<file path="src/design/shared_tagged_byte_pool_core_assert.svh">
// Assertion macros used by the byte pool core.
`ifndef SHARED_TAGGED_BYTE_POOL_CORE_ASSERT_SVH
`define SHARED_TAGGED_BYTE_POOL_CORE_ASSERT_SVH

`ifndef ASSERT_OFF
// Clocked check, off while reset is asserted.
`define STBP_ASSERT(lbl, prop, msg) \
    lbl: assert property (@(posedge clk) disable iff (!rst_n) prop) else $error(msg);
// Clocked check that also runs during reset.
`define STBP_ASSERT_ALWAYS(lbl, prop, msg) \
    lbl: assert property (@(posedge clk) prop) else $error(msg);
`else
`define STBP_ASSERT(lbl, prop, msg)
`define STBP_ASSERT_ALWAYS(lbl, prop, msg)
`endif

`endif

</file>
<file path="src/design/stbp_pkg.sv">
// Shared constants, types and helpers of the byte pool.
package stbp_pkg;

    localparam int POOL_DEPTH   = 128;
    localparam int SLOT_W       = $clog2(POOL_DEPTH);
    localparam int COUNT_W      = $clog2(POOL_DEPTH + 1);
    localparam int TAG_W        = 3;
    localparam int BYTE_W       = 8;
    localparam int DEVICE_SLOTS = 6;

    localparam logic             CMD_PUT   = 1'b0;
    localparam logic             CMD_GET   = 1'b1;
    localparam logic [TAG_W-1:0] BLANK_TAG = 3'd0;
    localparam logic [TAG_W-1:0] DEV_FIRST = 3'd1;
    localparam logic [TAG_W-1:0] DEV_LAST  = 3'd5;

    typedef struct packed {
        logic              en;
        logic [SLOT_W-1:0] addr;
        logic [TAG_W-1:0]  tag;
    } tag_wr_t;

    typedef struct packed {
        logic              wr_en;
        logic              rd_en;
        logic [SLOT_W-1:0] addr;
        logic [BYTE_W-1:0] data;
    } byte_req_t;

    // Step one slot forward, wrapping at the end of the pool.
    function automatic logic [SLOT_W-1:0] next_slot(input logic [SLOT_W-1:0] s);
        return (s == SLOT_W'(POOL_DEPTH - 1)) ? '0 : s + 1'b1;
    endfunction

endpackage

</file>
<file path="src/design/stbp_tag_store.sv">
// Owner tag memory with per-slot valid bits so reset reads every slot as blank.
module stbp_tag_store
    import stbp_pkg::*;
(
    input  logic              clk,
    input  logic              rst_n,
    input  tag_wr_t           wr,
    input  logic              rd_en,
    input  logic [SLOT_W-1:0] rd_addr,
    output logic [TAG_W-1:0]  rd_tag
);

    logic [TAG_W-1:0]      tag_mem [POOL_DEPTH];
    logic [POOL_DEPTH-1:0] vld_reg;
    logic [TAG_W-1:0]      rd_tag_reg;
    logic                  rd_vld_reg;

    always_ff @(posedge clk)
    begin
        if (wr.en)
        begin
            tag_mem[wr.addr] <= wr.tag;
        end
        if (rd_en)
        begin
            rd_tag_reg <= tag_mem[rd_addr];
            rd_vld_reg <= vld_reg[rd_addr];
        end
    end

    always_ff @(posedge clk or negedge rst_n)
    begin
        if (!rst_n)
        begin
            vld_reg <= '0;
        end
        else if (wr.en)
        begin
            vld_reg[wr.addr] <= 1'b1;
        end
    end

    assign rd_tag = rd_vld_reg ? rd_tag_reg : BLANK_TAG;

endmodule

</file>
<file path="src/design/stbp_byte_store.sv">
// Byte data memory, one port, registered read.
module stbp_byte_store
    import stbp_pkg::*;
(
    input  logic              clk,
    input  byte_req_t         req,
    output logic [BYTE_W-1:0] rd_data
);

    logic [BYTE_W-1:0] byte_mem [POOL_DEPTH];
    logic [BYTE_W-1:0] rd_data_reg;

    always_ff @(posedge clk)
    begin
        if (req.wr_en)
        begin
            byte_mem[req.addr] <= req.data;
        end
        if (req.rd_en)
        begin
            rd_data_reg <= byte_mem[req.addr];
        end
    end

    assign rd_data = rd_data_reg;

endmodule

</file>
<file path="src/design/shared_tagged_byte_pool_core.sv">
// Byte pool shared by five devices: input channel, scan sequencer, result register.
//
// Input channel: command (0 put, 1 get), device (1..5), write_data, handshake
// in_valid / in_stall. Output channel: read_data, done_res, device_count,
// free_count, handshake out_valid / out_stall. An item moves when valid is high
// and stall is low.
// One item at a time: in_stall is high from acceptance until the result is
// loaded into the output register. A put scans the tag memory from the
// device's last write slot to the first blank slot, a get from its last read
// slot to the first slot it owns, one slot per cycle through the tag memory
// read port and one compare unit. An item whose match lies k slots ahead
// (k = 0..127) raises out_valid after the scan, the hit state and the
// response state; a full pool, an empty device or a bad device number goes
// straight to the response state. The next item waits for a return to idle.
// Reset clears every tag (valid bits), the counts (free = 128) and the slot
// pointers at once; the block takes items right after reset.
// A stalled output holds its result; the next item is accepted meanwhile and
// waits in its final state until the output register is free.
module shared_tagged_byte_pool_core
    import stbp_pkg::*;
(
    input  logic              clk,
    input  logic              rst_n,
    input  logic              command,
    input  logic [2:0]        device,
    input  logic [7:0]        write_data,
    input  logic              in_valid,
    output logic              in_stall,
    output logic [7:0]        read_data,
    output logic              done_res,
    output logic [7:0]        device_count,
    output logic [7:0]        free_count,
    output logic              out_valid,
    input  logic              out_stall
);

`include "shared_tagged_byte_pool_core_assert.svh"

    localparam logic [1:0] ST_IDLE = 2'd0;
    localparam logic [1:0] ST_SCAN = 2'd1;
    localparam logic [1:0] ST_HIT  = 2'd2;
    localparam logic [1:0] ST_RESP = 2'd3;

    logic [1:0]         state_reg, state_next;
    logic               cmd_reg, cmd_next;
    logic [TAG_W-1:0]   dev_reg, dev_next;
    logic [BYTE_W-1:0]  data_reg, data_next;
    logic [SLOT_W-1:0]  scan_reg, scan_next;
    logic [SLOT_W-1:0]  pend_slot_reg, pend_slot_next;
    logic               pend_vld_reg, pend_vld_next;
    logic [SLOT_W-1:0]  miss_cnt_reg, miss_cnt_next;
    logic [SLOT_W-1:0]  hit_slot_reg, hit_slot_next;
    logic               found_reg, found_next;

    logic [COUNT_W-1:0] cnt_reg    [DEVICE_SLOTS];
    logic [SLOT_W-1:0]  wr_ptr_reg [DEVICE_SLOTS];
    logic [SLOT_W-1:0]  rd_ptr_reg [DEVICE_SLOTS];

    logic [7:0]         read_data_reg, read_data_next;
    logic               done_res_reg, done_res_next;
    logic [7:0]         dev_cnt_reg, dev_cnt_next;
    logic [7:0]         free_cnt_reg, free_cnt_next;
    logic               out_valid_reg, out_valid_next;

    logic               in_dev_ok;
    logic               dev_ok;
    logic               out_free;
    logic               is_match;
    logic [TAG_W-1:0]   tag_q;
    logic [BYTE_W-1:0]  byte_q;
    tag_wr_t            tag_wr;
    byte_req_t          byte_req;

    stbp_tag_store u_tag_store (
        .clk     (clk),
        .rst_n   (rst_n),
        .wr      (tag_wr),
        .rd_en   (state_reg == ST_SCAN),
        .rd_addr (scan_reg),
        .rd_tag  (tag_q)
    );

    stbp_byte_store u_byte_store (
        .clk     (clk),
        .req     (byte_req),
        .rd_data (byte_q)
    );

    assign in_dev_ok = (device >= DEV_FIRST) && (device <= DEV_LAST);
    assign dev_ok    = (dev_reg >= DEV_FIRST) && (dev_reg <= DEV_LAST);
    assign out_free  = !out_valid_reg || !out_stall;
    assign is_match  = (cmd_reg == CMD_PUT) ? (tag_q == BLANK_TAG) : (tag_q == dev_reg);

    always_comb
    begin
        tag_wr.en       = (state_reg == ST_HIT);
        tag_wr.addr     = hit_slot_reg;
        tag_wr.tag      = (cmd_reg == CMD_PUT) ? dev_reg : BLANK_TAG;
        byte_req.wr_en  = (state_reg == ST_HIT) && (cmd_reg == CMD_PUT);
        byte_req.rd_en  = (state_reg == ST_HIT) && (cmd_reg == CMD_GET);
        byte_req.addr   = hit_slot_reg;
        byte_req.data   = data_reg;
    end

    always_comb
    begin
        state_next     = state_reg;
        cmd_next       = cmd_reg;
        dev_next       = dev_reg;
        data_next      = data_reg;
        scan_next      = scan_reg;
        pend_slot_next = pend_slot_reg;
        pend_vld_next  = 1'b0;
        miss_cnt_next  = miss_cnt_reg;
        hit_slot_next  = hit_slot_reg;
        found_next     = found_reg;
        read_data_next = read_data_reg;
        done_res_next  = done_res_reg;
        dev_cnt_next   = dev_cnt_reg;
        free_cnt_next  = free_cnt_reg;
        out_valid_next = out_valid_reg && out_stall;

        case (state_reg)
            ST_IDLE:
            begin
                if (in_valid)
                begin
                    cmd_next      = command;
                    dev_next      = device;
                    data_next     = write_data;
                    found_next    = 1'b0;
                    miss_cnt_next = '0;
                    scan_next     = (command == CMD_PUT) ? wr_ptr_reg[device]
                                                         : rd_ptr_reg[device];
                    // Counts tell up front whether a scan can succeed.
                    if (!in_dev_ok)
                        state_next = ST_RESP;
                    else if (command == CMD_PUT && cnt_reg[0] == '0)
                        state_next = ST_RESP;
                    else if (command == CMD_GET && cnt_reg[device] == '0)
                        state_next = ST_RESP;
                    else
                        state_next = ST_SCAN;
                end
            end
            ST_SCAN:
            begin
                // Read issued at scan_reg, compared in the following cycle.
                scan_next      = next_slot(scan_reg);
                pend_slot_next = scan_reg;
                pend_vld_next  = 1'b1;
                if (pend_vld_reg)
                begin
                    if (is_match)
                    begin
                        hit_slot_next = pend_slot_reg;
                        found_next    = 1'b1;
                        pend_vld_next = 1'b0;
                        state_next    = ST_HIT;
                    end
                    else if (miss_cnt_reg == SLOT_W'(POOL_DEPTH - 1))
                    begin
                        pend_vld_next = 1'b0;
                        state_next    = ST_RESP;
                    end
                    else
                    begin
                        miss_cnt_next = miss_cnt_reg + 1'b1;
                    end
                end
            end
            ST_HIT:
            begin
                state_next = ST_RESP;
            end
            ST_RESP:
            begin
                if (out_free)
                begin
                    read_data_next = (found_reg && cmd_reg == CMD_GET) ? byte_q : 8'd0;
                    done_res_next  = found_reg;
                    dev_cnt_next   = dev_ok ? 8'(cnt_reg[dev_reg]) : 8'd0;
                    free_cnt_next  = 8'(cnt_reg[0]);
                    out_valid_next = 1'b1;
                    state_next     = ST_IDLE;
                end
            end
            default:
            begin
                state_next = ST_IDLE;
            end
        endcase
    end

    always_ff @(posedge clk or negedge rst_n)
    begin
        if (!rst_n)
        begin
            state_reg     <= ST_IDLE;
            pend_vld_reg  <= 1'b0;
            out_valid_reg <= 1'b0;
            found_reg     <= 1'b0;
        end
        else
        begin
            state_reg     <= state_next;
            pend_vld_reg  <= pend_vld_next;
            out_valid_reg <= out_valid_next;
            found_reg     <= found_next;
        end
    end

    always_ff @(posedge clk)
    begin
        cmd_reg       <= cmd_next;
        dev_reg       <= dev_next;
        data_reg      <= data_next;
        scan_reg      <= scan_next;
        pend_slot_reg <= pend_slot_next;
        miss_cnt_reg  <= miss_cnt_next;
        hit_slot_reg  <= hit_slot_next;
        read_data_reg <= read_data_next;
        done_res_reg  <= done_res_next;
        dev_cnt_reg   <= dev_cnt_next;
        free_cnt_reg  <= free_cnt_next;
    end

    // Counts and slot pointers change only on a hit.
    always_ff @(posedge clk or negedge rst_n)
    begin
        if (!rst_n)
        begin
            for (int i = 0; i < DEVICE_SLOTS; i++)
            begin
                cnt_reg[i]    <= (i == 0) ? COUNT_W'(POOL_DEPTH) : '0;
                wr_ptr_reg[i] <= '0;
                rd_ptr_reg[i] <= '0;
            end
        end
        else if (state_reg == ST_HIT)
        begin
            if (cmd_reg == CMD_PUT)
            begin
                wr_ptr_reg[dev_reg] <= hit_slot_reg;
                cnt_reg[dev_reg]    <= cnt_reg[dev_reg] + 1'b1;
                cnt_reg[0]          <= cnt_reg[0] - 1'b1;
            end
            else
            begin
                rd_ptr_reg[dev_reg] <= hit_slot_reg;
                cnt_reg[dev_reg]    <= cnt_reg[dev_reg] - 1'b1;
                cnt_reg[0]          <= cnt_reg[0] + 1'b1;
            end
        end
    end

    assign in_stall     = (state_reg != ST_IDLE);
    assign read_data    = read_data_reg;
    assign done_res     = done_res_reg;
    assign device_count = dev_cnt_reg;
    assign free_count   = free_cnt_reg;
    assign out_valid    = out_valid_reg;

    `STBP_ASSERT(a_count_sum,
        (32'(cnt_reg[0]) + 32'(cnt_reg[1]) + 32'(cnt_reg[2]) + 32'(cnt_reg[3])
         + 32'(cnt_reg[4]) + 32'(cnt_reg[5])) == POOL_DEPTH,
        "slot counts do not add up to the pool depth")
    `STBP_ASSERT(a_put_has_room,
        (state_reg == ST_HIT && cmd_reg == CMD_PUT) |-> (cnt_reg[0] != '0),
        "put hit with no free slot")
    `STBP_ASSERT(a_get_has_byte,
        (state_reg == ST_HIT && cmd_reg == CMD_GET) |-> (cnt_reg[dev_reg] != '0),
        "get hit for a device holding nothing")
    `STBP_ASSERT(a_idle_holds,
        (state_reg == ST_IDLE && !in_valid) |=> (state_reg == ST_IDLE),
        "sequencer left idle without an item")
    `STBP_ASSERT(a_out_from_resp,
        $rose(out_valid_reg) |-> $past(state_reg == ST_RESP),
        "result appeared outside the response state")

endmodule

</file>
<file path="config.mk">
export PLATFORM = sky130hd
export DESIGN_NAME = shared_tagged_byte_pool_core
export DESIGN_NICKNAME = d
export VERILOG_FILES = /design/src/design/stbp_pkg.sv /design/src/design/stbp_tag_store.sv /design/src/design/stbp_byte_store.sv /design/src/design/shared_tagged_byte_pool_core.sv
export VERILOG_INCLUDE_DIRS = /design/src /design/src/design
export SDC_FILE = /design/constraint.sdc
export NUM_CORES = 2
export LEC_CHECK = 0
export BUFFER_PORTS_ARGS = -buffer_cell sky130_fd_sc_hd__buf_2
export CORE_MARGIN = 4
export CORE_UTILIZATION = 40
export CTS_BUF_LIST = sky130_fd_sc_hd__clkbuf_16
export CTS_CLUSTER_SIZE = 25
export DETAILED_ROUTE_END_ITERATION = 7
export HOLD_SLACK_MARGIN = 0.12
export PLACE_DENSITY = 0.56
export SLEW_MARGIN = 20
export SYNTH_ARGS = -nofsm -noshare
export SYNTH_HDL_FRONTEND = slang
export SYNTH_HIERARCHICAL = 1
export SYNTH_SLANG_ARGS = --single-unit
</file>
<file path="constraint.sdc">
create_clock -name clk -period 14 [get_ports clk]
set_clock_uncertainty 0.05 [all_clocks]
set_input_delay 2.1 -clock clk [delete_from_list [all_inputs] [get_ports clk]]
set_output_delay 2.1 -clock clk [all_outputs]
set_load 0.03 [all_outputs]
</file>
Yosys cells after proc, flatten, opt, wreduce, memory -nomap -nowiden

Memory sizes are Yosys's and may differ from the RTL's. A register that Yosys moved wholly into a read port is not among the register bits.
Index checks and enable logic that the tools add are counted.

$add $sub $neg: 6
Magnitude comparators: 10
Equality and inequality tests: 13
Multiplexer cells: 60
Bitwise logic cells: 5
Reductions and logical operators: 28

Operators with widths:

| kind                                                                  | number |
|---|---|
| 128-bit OR                                                            | 1 |
| 48-bit bitwise mux                                                    | 2 |
| 42-bit bitwise mux                                                    | 2 |
| 7-bit 2-to-1 mux                                                      | 12 |
| 8-bit binary-select mux with 3-bit select                             | 2 |
| 48-bit 2-to-1 mux                                                     | 1 |
| 7-bit binary-select mux with 3-bit select                             | 2 |
| 8-bit 2-to-1 mux                                                      | 5 |
| 7-bit one-hot mux with 2 select lines                                 | 2 |
| 8-bit demux with 3-bit select                                         | 1 |
| 7-bit demux with 3-bit select                                         | 1 |
| 8-bit by 1-bit adder with 8-bit output (second input constant)        | 2 |
| 8-bit logical NOT                                                     | 2 |
| 7-bit by 8-bit < comparator with 1-bit output (second input constant) | 2 |
| 1-bit 2-to-1 mux                                                      | 16 |
| 2-bit 2-to-1 mux                                                      | 8 |
| 8-bit by 1-bit subtractor with 8-bit output (second input constant)   | 2 |
| 7-bit by 1-bit adder with 7-bit output (second input constant)        | 2 |
| 7-bit equality test (second input constant)                           | 2 |
| 2-bit inequality test (second input constant)                         | 6 |
| 1-bit logical AND                                                     | 10 |
| 2-bit AND reduction                                                   | 5 |
| 4-bit >= comparator (second input constant)                           | 2 |
| 3-bit NOT with 4-bit output                                           | 2 |
| other kinds (22)                                                      | 30 |

Flip-flop bits (word level): 331
Memory bits (writable): 1408
Input bits: 16
Logic and storage cells: 159
Memories: 2

Memories:

| memory                | depth | width | read ports | clocked after Yosys merged registers in | write ports | line                  | text |
|---|---|---|---|---|---|---|---|
| u_byte_store.byte_mem | 128   | 8     | 1          | 1                                       | 1           | stbp_byte_store.sv:10 | `logic [BYTE_W-1:0] byte_mem [POOL_DEPTH];` |
| u_tag_store.tag_mem   | 128   | 3     | 1          | 1                                       | 1           | stbp_tag_store.sv:13  | `logic [TAG_W-1:0] tag_mem [POOL_DEPTH];` |

Depth between registers and ports, before layout

Depth after elaboration: 11
Gate-level depth with buffers: 12
Mapped depth without buffers: 10

Modules after synthesis

The synthesis kept the hierarchy.

By module, submodules not included:

| module                       | instances | cells each | area each (um2) | sequential area each (um2) |
|---|---|---|---|---|
| stbp_byte_store              | 1         | 2475       | 40513.9         | 30989.7 |
| stbp_tag_store               | 1         | 1043       | 20434.6         | 14854.2 |
| shared_tagged_byte_pool_core | 1         | 735        | 9407.8          | 5381.4 |

Worst setup path before layout

Ideal clock, no wire load.

Path type: register to register
Start point: register dev_reg[1]
End point: memory u_tag_store.tag_mem[0][1] (data pin)
Setup time: 0.829 ns
Data arrival time: 4.248 ns
Path slack: 8.873 ns
Cell stages (with the launch flop): 5
Buffers on the path: 3
Clock period less this slack: 5.127 ns
Path through: edfxtp_1 -> buf_2 -> buf_2 -> buf_1 -> nor2b_1

RTL lines:

| what                   | line                                | text |
|---|---|---|
| start, declared        | shared_tagged_byte_pool_core.sv:46  | `logic [TAG_W-1:0] dev_reg, dev_next;` |
| start signal, assigned | shared_tagged_byte_pool_core.sv:216 | `dev_reg <= dev_next;` |
| end, declared          | stbp_tag_store.sv:13                |  |

==> impl_results.md <==
- Run status: finished clean
- Post-synth top area share: 63.38%
- Fin. Hold Viols: 0
- Core area: 0.1744 mm2
- Final Core Density: 45.30%
- Chip Height: 427.4 um
- # placed instances: 6433
- Die Wd: 427.4 um
- Multi-input gate area: 0.01775 mm2
- Synth area leader: edfxtp_1
- Largest register FFs: 1024
- Crit Path Max Fanout: 114
- Hpwl dp: 115.6 mm
- Latest clock arrival within the worst-skew pair: 820 ps
- Setup ws final: 8672 ps
- Rows: 153
- First-pass GRT wire length: 287.2 mm
- Minimum clock period after layout: 5328 ps
- Max-slew violations: 0
- Worst hold slack: 370.1 ps
- Overall Global Routing Usage: 21.40%
- Setup bufs post-CTS: 0
- Dpl ws: 8748 ps
- Rel. slew slack: 20.44%
- Root buf cell: clkbuf_16
- Crit path kind: register to register
- Mapped cell area: 0.07036 mm2
- Worst EP required: 14480 ps
- Nets: 4323
- Share of cells above drive strength 1: 20.90%
- Clock tree sinks: 1750
- Endpoints failing setup: 0
- Largest net degree at the start of global routing: 133
- Predominant post-synthesis flop cell: edfxtp_1
- GPL Wtd Cong: 0.8390
- Unique masters post-synth: 85
- PD cells: 175.0 mW/mm2
- Initial antenna violation count: 6
- Commonest non-fill, non-tap cells in the layout: edfxtp_1 (1485), nor2_1 (398), dfrtp_1 (264)
- Hold Buf Count CTS: 0
- Worst-case clock buffer depth: 3
- Clock slew at reported path FFs: 60 ps
- Leakage Power: 26.83 nW
- Full die area: 0.1827 mm2
- Type of element launching the critical path: register
- Placed cell areas: 0.07300 mm2
- RSZ-0062 raised after global routing: false
- Synthesis Warnings: 6
- Reg area: 0.05123 mm2
- Fill cells: 15030
- Syn_nets: 4285
- Worst EP arrival: 5810 ps
- Avg Cell Area, Syn: 16.54 um2
- GR Overflow Total: 0
- DRT Pass-1 Iters: 5
- VDD IR max: 0.1395 mV
- Non-Filler Instances: 6772
- Setup TNS: 0 ps
- Sequential area share after synthesis: 72.81%
- Vias per inst: 5.948
- Fin crit share: 38.06%
- Starting Density: 40.34%
- Post-Synthesis Cells: 4253
- I/O Buffers: 42
- Resize count post-CTS: 0
- Routed Antenna Nets: 0
- Commonest non-fill, non-tap cell in the layout: edfxtp_1
- #FFs+latches synth: 1750
- Routed WL: 196.0 mm
- HP Class: register to register
- Final instance area: 0.07901 mm2
- DRC: 0
- Maximum clock rate: 187.7 MHz
- Area Growth Syn to Fin: 12.30%
- I/O pin total: 43
- CTS tree: built
- WL/cell: 28.94 um
- Post-synth ARST share: 15.14%
- CTS Buf Count: 181
- Slew @ Worst Pin: 1192 ps
- Pwr Total: 13.83 mW
- CTS H-tree depth: 4
- Post-synth EDFFs: 1485
- Most area-consuming cells after synthesis: edfxtp_1 (63%), dfrtp_1 (9.4%), mux4_2 (6.3%)
- Via count: 40280
- CP Capture Type: register
- Iter 0 DRT Violations: 4725
- Vias in the first global route: 40020
- Max-cap violations: 0
==> routing by layer <==
metal  wire, um  GRT usage, %
met5          0             0
met4       6791         7.495
met3      15810         4.202
met2      92430         33.88
met1      80980         29.61
==> cells by family after synthesis <==
group | Yosys count | synth area share, %
DFF | 1750 | 72.81
and+or+nand+nor | 914 | 6.054
AOI/OAI and AO/OA | 810 | 8.367
muxes | 440 | 10.09
buffers and inverters | 301 | 2.114
xor gates and xnor gates | 22 | 0.2739
adders and majority gates | 16 | 0.2952
==> area by class of cell <==
class                           count  share of cell area [%]
Tap cell                         2325                   3.682
Clock buffer                      182                   5.764
Antenna cell                        1                0.003167
Sequential cell                  1750                   64.84
Timing Repair Buffer              138                   1.333
Clock inverter                    156                   1.824
Inverter                           18                 0.08868
Multi-Input combinational cell   2202                   22.47
==> path summary, 6_finish.rpt <==
check	from	end	slack (ps)	cells past startpoint
worst max-delay path	hit_slot_reg[2]	u_byte_store/rd_data[2]	8670	11
worst min-delay path	pend_slot_reg[2]	hit_slot_reg[2]	370	0
worst max register to register	hit_slot_reg[2]	u_byte_store/rd_data[2]	8670	11
worst min register to register	pend_slot_reg[2]	hit_slot_reg[2]	370	0
max in group asynchronous	rst_n	wr_ptr_reg[12]	10430	3
min in group asynchronous	rst_n	u_tag_store/vld_reg[26]	1250	1
==> worst max-delay path, cell delays in order (launching register included) <==
cell      delay, ps
edfxtp_1        370
buf_12          470
buf_12          550
buf_4           620
nor2_4           40
buf_4           300
a221oi_1        330
nor2_1          120
o21ai_0         700
o21ai_0         280
nor3_1          780
nand4_1         140
==> Yosys cell counts (15+ instances only) <==
cell and instances:
nor2b_1 26, mux2i_1 73, nand2_1 183, o22ai_1 29, inv_1 17, mux4_2 198
a221o_1 21, and2_1 16, edfxtp_1 1485, mux2_2 161, a22o_1 41, buf_1 25
o21ai_0 124, buf_6 25, nor3_1 23, ha_1 15, a221oi_1 227, a22oi_1 77
nand3_1 46, o221ai_1 20, nand4_1 18, clkbuf_1 123, a21oi_1 148, or2_2 125
nor2_1 402, buf_2 97, dfrtp_1 264, nand2b_1 15
==> where the power goes <==
part	internal, mW	leakage, nW	switching, mW
Sequential	6.15	16.9	0.227
Clock	2.76	3.05	2.06
Combinational	1.06	6.83	1.57
Total	9.98	26.8	3.85
Power figures use the tool's default switching activity.
